### src/hdl/mlfc_pkg.sv
// Shared types and constants of the multi-LED flash controller.
package mlfc_pkg;

  // Number of LEDs driven by the controller.
  localparam int LED_NUM = 4;

  // Field widths of the command transaction.
  localparam int ACTION_W = 3;
  localparam int SEL_W    = 3;
  localparam int FIELD_W  = 16;

  // Command codes.
  localparam logic [ACTION_W-1:0] ACT_ON         = 3'd0;
  localparam logic [ACTION_W-1:0] ACT_OFF        = 3'd1;
  localparam logic [ACTION_W-1:0] ACT_TOGGLE     = 3'd2;
  localparam logic [ACTION_W-1:0] ACT_FLASH_GO   = 3'd3;
  localparam logic [ACTION_W-1:0] ACT_FLASH_STOP = 3'd4;
  localparam logic [ACTION_W-1:0] ACT_TICK       = 3'd5;

  // Selector value that addresses every LED at once.
  localparam logic [SEL_W-1:0] SEL_ALL = SEL_W'(LED_NUM);

  // One command transaction.
  typedef struct packed {
    logic [ACTION_W-1:0] action;
    logic [SEL_W-1:0]    led_select;
    logic [FIELD_W-1:0]  bright_ticks;
    logic [FIELD_W-1:0]  dark_ticks;
    logic [FIELD_W-1:0]  flash_cycles;
  } led_cmd_t;

  // One result transaction.
  typedef struct packed {
    logic [LED_NUM-1:0] pin_levels;
    logic [LED_NUM-1:0] flash_done;
  } led_result_t;

endpackage

### src/hdl/multi_led_flash_controller.sv
// Top level of the multi-LED flash controller: command register, LED state and result register.
// Every accepted command transaction (on, off, toggle, start flash, stop flash or tick) yields
// exactly one result transaction carrying the pin level of each LED, after polarity, and its
// flash-done flag. The block takes one transaction per clock cycle while the result channel
// is not stalled. A command passes through the command register and then the result register,
// where its result is presented. The per-LED state update is combinational, between the
// command register and the result register. A tick advances every flashing LED with a nonzero
// dark time in parallel, each with its own small phase and cycle counters. The polarity register
// active_high_mask is written through cfg_wr_en/cfg_wr_data; the user must write it only while
// no transaction is in flight, as the block itself does not enforce this.
module multi_led_flash_controller
  import mlfc_pkg::*;
#(
  parameter int TIME_BITS = 16
) (
  input  logic                clk,
  input  logic                rst_n,
  // Command channel
  input  logic                in_valid,
  output logic                in_stall,
  input  led_cmd_t            in_data,
  // Result channel
  output logic                out_valid,
  input  logic                out_stall,
  output led_result_t         out_data,
  // Configuration port
  input  logic                cfg_wr_en,
  input  logic [LED_NUM-1:0]  cfg_wr_data
);

  typedef logic [TIME_BITS-1:0] time_t;

  // Pipeline control and payload.
  logic         s1_valid_r;
  led_cmd_t     s1_data_r;
  logic         out_valid_r;
  led_result_t  out_data_r;
  led_result_t  result_nxt;
  logic         out_free;
  logic         s1_load;
  logic         out_load;

  // Configuration.
  logic [LED_NUM-1:0] active_high_mask_r;

  // Per-LED state.
  logic  led_lit_r      [LED_NUM];
  logic  flash_enable_r [LED_NUM];
  logic  dark_phase_r   [LED_NUM];
  time_t phase_count_r  [LED_NUM];
  time_t cycles_done_r  [LED_NUM];
  time_t lit_time_r     [LED_NUM];
  time_t unlit_time_r   [LED_NUM];
  time_t cycle_target_r [LED_NUM];

  logic  led_lit_nxt      [LED_NUM];
  logic  flash_enable_nxt [LED_NUM];
  logic  dark_phase_nxt   [LED_NUM];
  time_t phase_count_nxt  [LED_NUM];
  time_t cycles_done_nxt  [LED_NUM];
  time_t lit_time_nxt     [LED_NUM];
  time_t unlit_time_nxt   [LED_NUM];
  time_t cycle_target_nxt [LED_NUM];

  // Helpers of the update.
  logic  led_hit    [LED_NUM];
  time_t pc_inc     [LED_NUM];
  time_t cd_sat     [LED_NUM];
  time_t lit_in;
  time_t dark_in;
  time_t cyc_in;

  // Handshake: the result register frees when empty or when its transaction is taken.
  assign out_free  = !out_valid_r || !out_stall;
  assign out_load  = s1_valid_r && out_free;
  assign in_stall  = s1_valid_r && !out_free;
  assign s1_load   = in_valid && !in_stall;
  assign out_valid = out_valid_r;
  assign out_data  = out_data_r;

  // Command fields cut or widened to the timer width.
  assign lit_in  = TIME_BITS'(s1_data_r.bright_ticks);
  assign dark_in = TIME_BITS'(s1_data_r.dark_ticks);
  assign cyc_in  = TIME_BITS'(s1_data_r.flash_cycles);

  // LED selection and counter increments, one set per LED.
  always_comb begin
    for (int i = 0; i < LED_NUM; i++) begin
      led_hit[i] = (s1_data_r.led_select == SEL_W'(i)) || (s1_data_r.led_select == SEL_ALL);
      pc_inc[i]  = phase_count_r[i] + time_t'(1);
      cd_sat[i]  = (cycles_done_r[i] != '1) ? cycles_done_r[i] + time_t'(1) : cycles_done_r[i];
    end
  end

  // Next LED state for the command in the command register.
  always_comb begin
    led_lit_nxt      = led_lit_r;
    flash_enable_nxt = flash_enable_r;
    dark_phase_nxt   = dark_phase_r;
    phase_count_nxt  = phase_count_r;
    cycles_done_nxt  = cycles_done_r;
    lit_time_nxt     = lit_time_r;
    unlit_time_nxt   = unlit_time_r;
    cycle_target_nxt = cycle_target_r;

    unique case (s1_data_r.action)
      ACT_ON: begin
        for (int i = 0; i < LED_NUM; i++) begin
          if (led_hit[i]) led_lit_nxt[i] = 1'b1;
        end
      end
      ACT_OFF: begin
        for (int i = 0; i < LED_NUM; i++) begin
          if (led_hit[i]) led_lit_nxt[i] = 1'b0;
        end
      end
      ACT_TOGGLE: begin
        for (int i = 0; i < LED_NUM; i++) begin
          if (led_hit[i]) led_lit_nxt[i] = !led_lit_r[i];
        end
      end
      ACT_FLASH_GO: begin
        // A zero lit time leaves the LED untouched.
        for (int i = 0; i < LED_NUM; i++) begin
          if (led_hit[i] && (lit_in != '0)) begin
            lit_time_nxt[i]     = lit_in;
            unlit_time_nxt[i]   = dark_in;
            cycle_target_nxt[i] = cyc_in;
            phase_count_nxt[i]  = '0;
            dark_phase_nxt[i]   = 1'b0;
            cycles_done_nxt[i]  = '0;
            flash_enable_nxt[i] = 1'b1;
            led_lit_nxt[i]      = 1'b1;
          end
        end
      end
      ACT_FLASH_STOP: begin
        // The dark phase flag is left as it stands.
        for (int i = 0; i < LED_NUM; i++) begin
          if (led_hit[i]) begin
            lit_time_nxt[i]     = '0;
            unlit_time_nxt[i]   = '0;
            phase_count_nxt[i]  = '0;
            flash_enable_nxt[i] = 1'b0;
            cycle_target_nxt[i] = '0;
            cycles_done_nxt[i]  = '0;
            led_lit_nxt[i]      = 1'b0;
          end
        end
      end
      ACT_TICK: begin
        // Every flashing LED with a nonzero dark time advances, whatever the selector.
        for (int i = 0; i < LED_NUM; i++) begin
          if (flash_enable_r[i] && (unlit_time_r[i] != '0)) begin
            phase_count_nxt[i] = pc_inc[i];
            if (!dark_phase_r[i]) begin
              if (pc_inc[i] >= lit_time_r[i]) begin
                led_lit_nxt[i]     = 1'b0;
                phase_count_nxt[i] = '0;
                dark_phase_nxt[i]  = 1'b1;
              end
            end else if (pc_inc[i] >= unlit_time_r[i]) begin
              if ((cycle_target_r[i] != '0) && (cycle_target_r[i] != '1)) begin
                cycles_done_nxt[i] = cd_sat[i];
              end
              if ((cycle_target_r[i] != '0) && (cycle_target_r[i] != '1) &&
                  (cd_sat[i] >= cycle_target_r[i])) begin
                // Last cycle finished: the LED stays dark.
                flash_enable_nxt[i] = 1'b0;
                unlit_time_nxt[i]   = '0;
              end else begin
                phase_count_nxt[i] = '0;
                dark_phase_nxt[i]  = 1'b0;
                led_lit_nxt[i]     = 1'b1;
              end
            end
          end
        end
      end
      default: begin
      end
    endcase
  end

  // Result fields from the updated state.
  always_comb begin
    for (int i = 0; i < LED_NUM; i++) begin
      result_nxt.pin_levels[i] = led_lit_nxt[i] ~^ active_high_mask_r[i];
      result_nxt.flash_done[i] = cycles_done_nxt[i] >= cycle_target_nxt[i];
    end
  end

  // Pipeline control and configuration register.
  always_ff @(posedge clk) begin
    if (!rst_n) begin
      s1_valid_r         <= 1'b0;
      out_valid_r        <= 1'b0;
      active_high_mask_r <= '0;
    end else begin
      if (s1_load) begin
        s1_valid_r <= 1'b1;
      end else if (out_load) begin
        s1_valid_r <= 1'b0;
      end
      if (out_load) begin
        out_valid_r <= 1'b1;
      end else if (!out_stall) begin
        out_valid_r <= 1'b0;
      end
      if (cfg_wr_en) begin
        active_high_mask_r <= cfg_wr_data;
      end
    end
  end

  // Command and result payload registers.
  always_ff @(posedge clk) begin
    if (s1_load) begin
      s1_data_r <= in_data;
    end
    if (out_load) begin
      out_data_r <= result_nxt;
    end
  end

  // LED state, updated as a transaction moves into the result register.
  always_ff @(posedge clk) begin
    if (!rst_n) begin
      for (int i = 0; i < LED_NUM; i++) begin
        led_lit_r[i]      <= 1'b0;
        flash_enable_r[i] <= 1'b0;
        dark_phase_r[i]   <= 1'b0;
        phase_count_r[i]  <= '0;
        cycles_done_r[i]  <= '0;
        lit_time_r[i]     <= '0;
        unlit_time_r[i]   <= '0;
        cycle_target_r[i] <= '0;
      end
    end else if (out_load) begin
      led_lit_r      <= led_lit_nxt;
      flash_enable_r <= flash_enable_nxt;
      dark_phase_r   <= dark_phase_nxt;
      phase_count_r  <= phase_count_nxt;
      cycles_done_r  <= cycles_done_nxt;
      lit_time_r     <= lit_time_nxt;
      unlit_time_r   <= unlit_time_nxt;
      cycle_target_r <= cycle_target_nxt;
    end
  end

  // The command side stalls only while a command waits on a blocked result.
  a_stall_needs_item: assert property (@(posedge clk) disable iff (!rst_n)
    in_stall |-> (s1_valid_r && out_valid_r && out_stall))
    else $error("command stall without a waiting transaction");

  // A command that leaves the command register shows up as a result next cycle.
  a_result_follows: assert property (@(posedge clk) disable iff (!rst_n)
    out_load |=> out_valid_r)
    else $error("processed command produced no result");

  // Per-LED flash invariants.
  for (genvar g = 0; g < LED_NUM; g++) begin : g_led_chk
    a_flash_has_lit_time: assert property (@(posedge clk) disable iff (!rst_n)
      flash_enable_r[g] |-> (lit_time_r[g] != '0))
      else $error("flash running with zero lit time");

    a_cycles_below_target: assert property (@(posedge clk) disable iff (!rst_n)
      (flash_enable_r[g] && (cycle_target_r[g] != '0) && (cycle_target_r[g] != '1))
        |-> (cycles_done_r[g] < cycle_target_r[g]))
      else $error("finite flash still running at its cycle target");
  end

endmodule
### config.mk
export PLATFORM = sky130hd
export DESIGN_NAME = multi_led_flash_controller
export DESIGN_NICKNAME = d
export VERILOG_FILES = /design/src/hdl/mlfc_pkg.sv /design/src/hdl/multi_led_flash_controller.sv
export SDC_FILE = /design/constraint.sdc
export NUM_CORES = 1
export LEC_CHECK = 0
export BUFFER_PORTS_ARGS = -buffer_cell sky130_fd_sc_hd__buf_2
export CAP_MARGIN = 40
export CORE_MARGIN = 8
export CORE_UTILIZATION = 25
export DETAILED_ROUTE_END_ITERATION = 10
export GPL_ROUTABILITY_DRIVEN = 0
export REMOVE_ABC_BUFFERS = 1
export SKIP_LAST_GASP = 1
export SLEW_MARGIN = 40
export SYNTH_ARGS = -nofsm -noshare
export SYNTH_HDL_FRONTEND = slang
export SYNTH_SLANG_ARGS = --single-unit
### constraint.sdc
create_clock -name clk -period 5.05 [get_ports clk]
set_input_delay 0.2525 -clock clk [delete_from_list [all_inputs] [get_ports clk]]
set_output_delay 0.2525 -clock clk [all_outputs]
set_load 0.05 [all_outputs]
## Yosys cells after proc, flatten, opt, wreduce, memory -nomap -nowiden

Cells that the tools add are included.

| operators by class | value |
|---|---|
| add/subtract/negate cells | 8 |
| magnitude comparators | 16 |
| equal/unequal tests | 42 |
| mux-type cells | 184 |
| bitwise gates (word level) | 4 |
| reductions and logical operators | 64 |

Operator list:

| operator | count |
|---|---|
| two-way mux 16 bit | 88 |
| case mux 64 bit (3 select lines) | 3 |
| greater-or-equal comparator 16 bit | 16 |
| case mux 64 bit (2 select lines) | 2 |
| nonzero test 16 bit | 9 |
| adder 16 x 1 -> 16 bit (second input constant) | 8 |
| inequality test 16 bit (second input constant) | 8 |
| two-way mux 1 bit | 88 |
| inequality test 2 bit (second input constant) | 24 |
| AND reduction 4 bit | 8 |
| AND reduction 8 bit | 4 |
| case mux 4 bit (5 select lines) | 1 |
| AND reduction 5 bit | 4 |
| logical AND 1 bit | 19 |
| == test 3 x 2 -> 1 bit (second input constant) | 4 |
| case mux 4 bit (3 select lines) | 1 |
| == test 3 bit (second input constant) | 3 |
| logical NOT 1 bit | 8 |
| case mux 4 bit (2 select lines) | 1 |
| == test 3 x 1 -> 1 bit (second input constant) | 2 |
| logical NOT 3 bit | 2 |
| nonzero test 2 bit | 3 |
| logical OR 1 bit | 5 |
| bitwise XNOR 1 bit | 4 |
| 3 further kinds | 3 |

| word-level totals | value |
|---|---|
| bits in registers | 400 |
| input bits | 63 |
| output and inout bits | 10 |

## Longest topological paths before layout

| depth | value |
|---|---|
| depth after elaboration | 10 |
| mapped depth | 26 |
| mapped depth without buffers | 25 |

## Worst setup path before layout

Ideal clock, no wire load.

| path | value |
|---|---|
| path type | reg2reg |
| start point | register phase_count_r[32] (netlist bit) |
| end point | register out_data_r (netlist bit out_data[1]), data pin |
| setup time | 0.266 ns |
| data arrival time | 5.195 ns |
| data required time | 4.784 ns |
| path slack | -0.410 ns |
| stages on the path, launching flop included | 27 |
| path buffers | 2 |
| clock period less this slack | 5.460 ns |
| cells stage by stage | dfxtp_1 > ha_1 > nand3_1 > nor3_1 > and3_1 > and3_1 > nand3_1 > xnor2_1 > ha_1 > nand4_1 > or4_1 > a21oi_1 > a211o_1 > and4b_1 > buf_2 > buf_2 > nand2_1 > nor3_1 > a21oi_1 > ha_1 > nand2b_1 > a21o_1 > a21o_1 > a21oi_1 > o21ai_0 > a221oi_1 > o21ai_0 |

RTL lines:

| item | line | text |
|---|---|---|
| start, declared | multi_led_flash_controller.sv:50 | `time_t phase_count_r [LED_NUM];` |
| start signal, assigned | multi_led_flash_controller.sv:243 | `phase_count_r <= phase_count_nxt;` |
| end signal, assigned | multi_led_flash_controller.sv:222 | `out_data_r <= result_nxt;` |
| end, declared | multi_led_flash_controller.sv:37 | `led_result_t out_data_r;` |

==> out/summary.txt <==
status: finished, violations left
worst setup path endpoint: out_data[1]
Netlist Area Pre-Place: 0.0252 mm^2
period utilisation layout: 102%
fin crit period: 5.14 ns
Worst EP arrival: 5.49 ns
Max Root-Sink Buffers: 3
CTS tree: built
Synth cell types: 95
worst hold path type: in2reg
worst-path cell chain: nand4_1, nor3_2, and3_1, and3_4, and3_4, nand3_2, xnor2_2, ha_1, nand4_1, or4_4, a21oi_2, a211o_1, and4b_2, buf_6, buf_4, buf_4, nand3_1, o31ai_1, ha_1, o211ai_1, nor3_1, a221oi_2, o21ai_1
Final Core Density: 31.1%
via/cell ratio: 5.12
Synth Area per Inst: 8.51 um^2
Die ar.: 0.111 mm^2
worst-path fanout max: 6
synthesis-stage register bit count: 400
top_reg_cell synth: dfxtp_1
Setup Viol. Count Final: 1
Critical Path Sink Type: flip-flop
Worst Path Required: 5.40 ns
vias: 23362
1st-iter DRT viols: 2428
hold_ws: 0.0979 ns
total track usage: 14.0%
fraction of layout cells with a size suffix above 1: 16.8%
IO buf count: 72
DP HPWL: 58900 um
synth top area cells: dfxtp_1 27%, ha_1 13%, edfxtp_1 7.4%, nand2_1 3.8%, nor2_1 3.6%
Layout Nets: 3557
die width: 334 um
final instance area: 0.0311 mm^2
slowest cell delay on critical path: 0.54 ns
core area: 0.100 mm^2
Top Family by Delay on Critical Path: simple AND/OR/NAND/NOR gates
reg2reg setup slack: -0.09 ns
CTS root buffer: clkbuf_16
worst reg2reg path startpoint: phase_count_r[33]
Synth async-reset ratio: 0%
Setup WS pre-CTS: -0.289 ns
Final Hold Fails: 0
Sink Count: 400
Initial Util: 25.2%
register area share after synthesis: 34.2%
CTS H-tree lvls: 2
RSZ-0062 raised after global routing: true
post-route setup slack: -0.0898 ns
CP Buf/Inv Count: 3
# DRC: 0
routed wire length: 81800 um
Slew @ Worst Pin: 0.832 ns
Area after DPL: 0.0282 mm^2
Slew Limit Fails: 0
Post-synth EDFFs: 62
max_cap viols: 0
maximum vdd drop: 0.000228 V
Die H: 334 um
antenna violations before repair: 2
synth warn: 0
wire per inst: 17.9 um
CP startpoint: phase_count_r[33]
worst r2r dst: out_data[1]
non-filler instance count after layout: 4561
R2R cell count: 23
number of global-route vias before repair: 22092
largest net degree at the start of global routing: 86
Worst-path clk slew: 0.06 ns
CP max-delay cell: or4_4
gate count of the mapped netlist: 2967
Layout Skew: 0.0227 ns
leading area contributor after synthesis: dfxtp_1
ANT nets after route: 0
area share of the largest cell type after synthesis: 26.8%
Slew HR: 44.0%
failing checks: setup timing
Synth-to-Final Area Change: 23.3%
global route overflow: 0
row count: 116
Placed Cells: 4402
Skew-Pair Late Insertion Delay: 0.61 ns
Inserted Clock Buffers: 46
io pins: 73
critical path depth in cells: 23
Power Density: 250 mW/mm^2
Critical Path Source Type: flip-flop
Pre-antenna DRT Iters: 6
leak pwr: 0.0126 uW
critical path class: reg2reg
first-pass GRT wire length: 126000 um
top achievable clock speed: 195 MHz
[how the worst min path moves through the flow]
stage               start               endpoint  slack [ns]  depth (start not counted)
2_1_floorplan  in_data[0]              cyc_in[0]        0.35                          0
4_1_cts         cfg_wr_en  active_high_mask_r[1]        0.08                          3
3_5_place_dp   in_data[6]              cyc_in[6]        0.43                          1
6_report        cfg_wr_en  active_high_mask_r[1]         0.1                          3
3_3_place_gp   in_data[3]              cyc_in[3]        0.43                          1
5_1_grt         cfg_wr_en  active_high_mask_r[3]        0.11                          3
[cell type report]
class,count,area (um^2)
diodes,1,2.50
clock buffers,60,1310
clock inverters,24,284
fillers,10425,69000
inverters,236,896
multi-input cells,2190,15700
flip-flops and latches,400,8650
well taps,1298,1620
repair buffers,352,2660
[registers in the layout, indices dropped and copies added, names as in the netlist, 4 cells and up]
signal,flops
cycles_done_r,64
dark_phase_r,4
cyc_in,16
lit_time_r,64
out_data,8
dark_in,16
flash_enable_r,4
unlit_time_r,64
s1_data_r,6
lit_in,16
cycle_target_r,64
phase_count_r,64
active_high_mask_r,4
led_lit_r,4
[through the flow]
stage | total power, uW | setup TNS, ns
2_1_floorplan | 3870 | -6.17
3_3_place_gp | 4160 | -0.617
3_5_place_dp | 4170 | -0.841
4_1_cts | 7820 | -0.0252
5_1_grt | 8080 | -0.427
6_report | 7790 | -0.0898
[cell usage after synthesis, types with 10 or more instances]
cell / count
dfxtp_1: 338
ha_1: 268
nand2_1: 254
nor2_1: 239
inv_1: 233
a21oi_1: 157
o21ai_0: 145
a22oi_1: 117
nand3_1: 104
clkbuf_1: 97
a211oi_1: 77
a21o_1: 64
a22o_1: 64
edfxtp_1: 62
mux2i_1: 62
nor3_1: 51
nand4_1: 48
nor4_1: 39
xnor2_1: 39
and3_1: 34
nand2b_1: 34
o31ai_1: 32
xor2_1: 32
a31oi_1: 30
or2_2: 30
buf_2: 26
and2_1: 20
nor2b_1: 19
a32oi_1: 16
and4_1: 16
o21a_1: 16
or3_1: 14
o211ai_1: 13
a221oi_1: 12
or4_1: 10
[what timing repair did]
action / 4_1_cts / 5_1_grt
hold buffers: 60 / 0
endpoints found under the hold margin: 60 / 0
buffers inserted: 5 / 9
endpoints found under the setup margin: 4 / 4
pin swaps: 24 / 55
resized for setup: 43 / 97
[routing by layer]
layer	part of all wire [%]	GRT usage [%]	vias up	wire length (um)
met5	0.016	0	-	13
met1	46	19.3	11082	37400
met2	43	21.5	724	35600
met4	2.5	3.91	2	2050
li1	-	-	11411	-
met3	8.3	3.47	143	6790
[tightest hold or removal path: stages]
cell	delay, ns
buf_2	0.19
mux2i_1	0.15
nor2_1	0.07
[power breakdown]
group	leakage [uW]	switching, uW	internal, uW
registers	0.00334	111	3320
clock network	0.000789	1480	2130
logic	0.00846	465	282
[cell usage in the layout, fill, tap and decap left out, types with 14 or more instances in the layout]
cell	n
edfxtp_1	62
a32oi_1	16
buf_4	214
o21ai_0	127
a21oi_1	147
a211oi_1	75
ha_1	260
xnor2_1	37
and4_1	16
mux2i_1	62
a22oi_1	117
xor2_1	31
buf_2	71
a21o_1	64
clkbuf_16	49
nand4_1	48
nand2_1	254
nor4_1	38
nand3_2	14
a22o_1	64
inv_1	231
o21ai_1	21
dfxtp_1	325
nor3_1	42
or2_2	24
and2_1	18
nor2b_1	17
and3_1	27
o31ai_1	31
o21a_1	15
nand3_1	88
nand2b_1	33
nor2_1	233
a31oi_1	29
dlygate4sd3_1	60
[cells by family after synthesis]
| kind of cell | count (synthesis) | share of synthesized area (%) |
|---|---|---|
| muxes | 64 | 2.55 |
| AOI/OAI and AO/OA | 839 | 23.0 |
| xor gates and xnor gates | 71 | 2.46 |
| buffers and inverters | 377 | 5.98 |
| adders and majority gates | 268 | 13.3 |
| and+or+nand+nor | 948 | 18.5 |
| DFF | 400 | 34.2 |
Power figures use the tool's default switching activity.
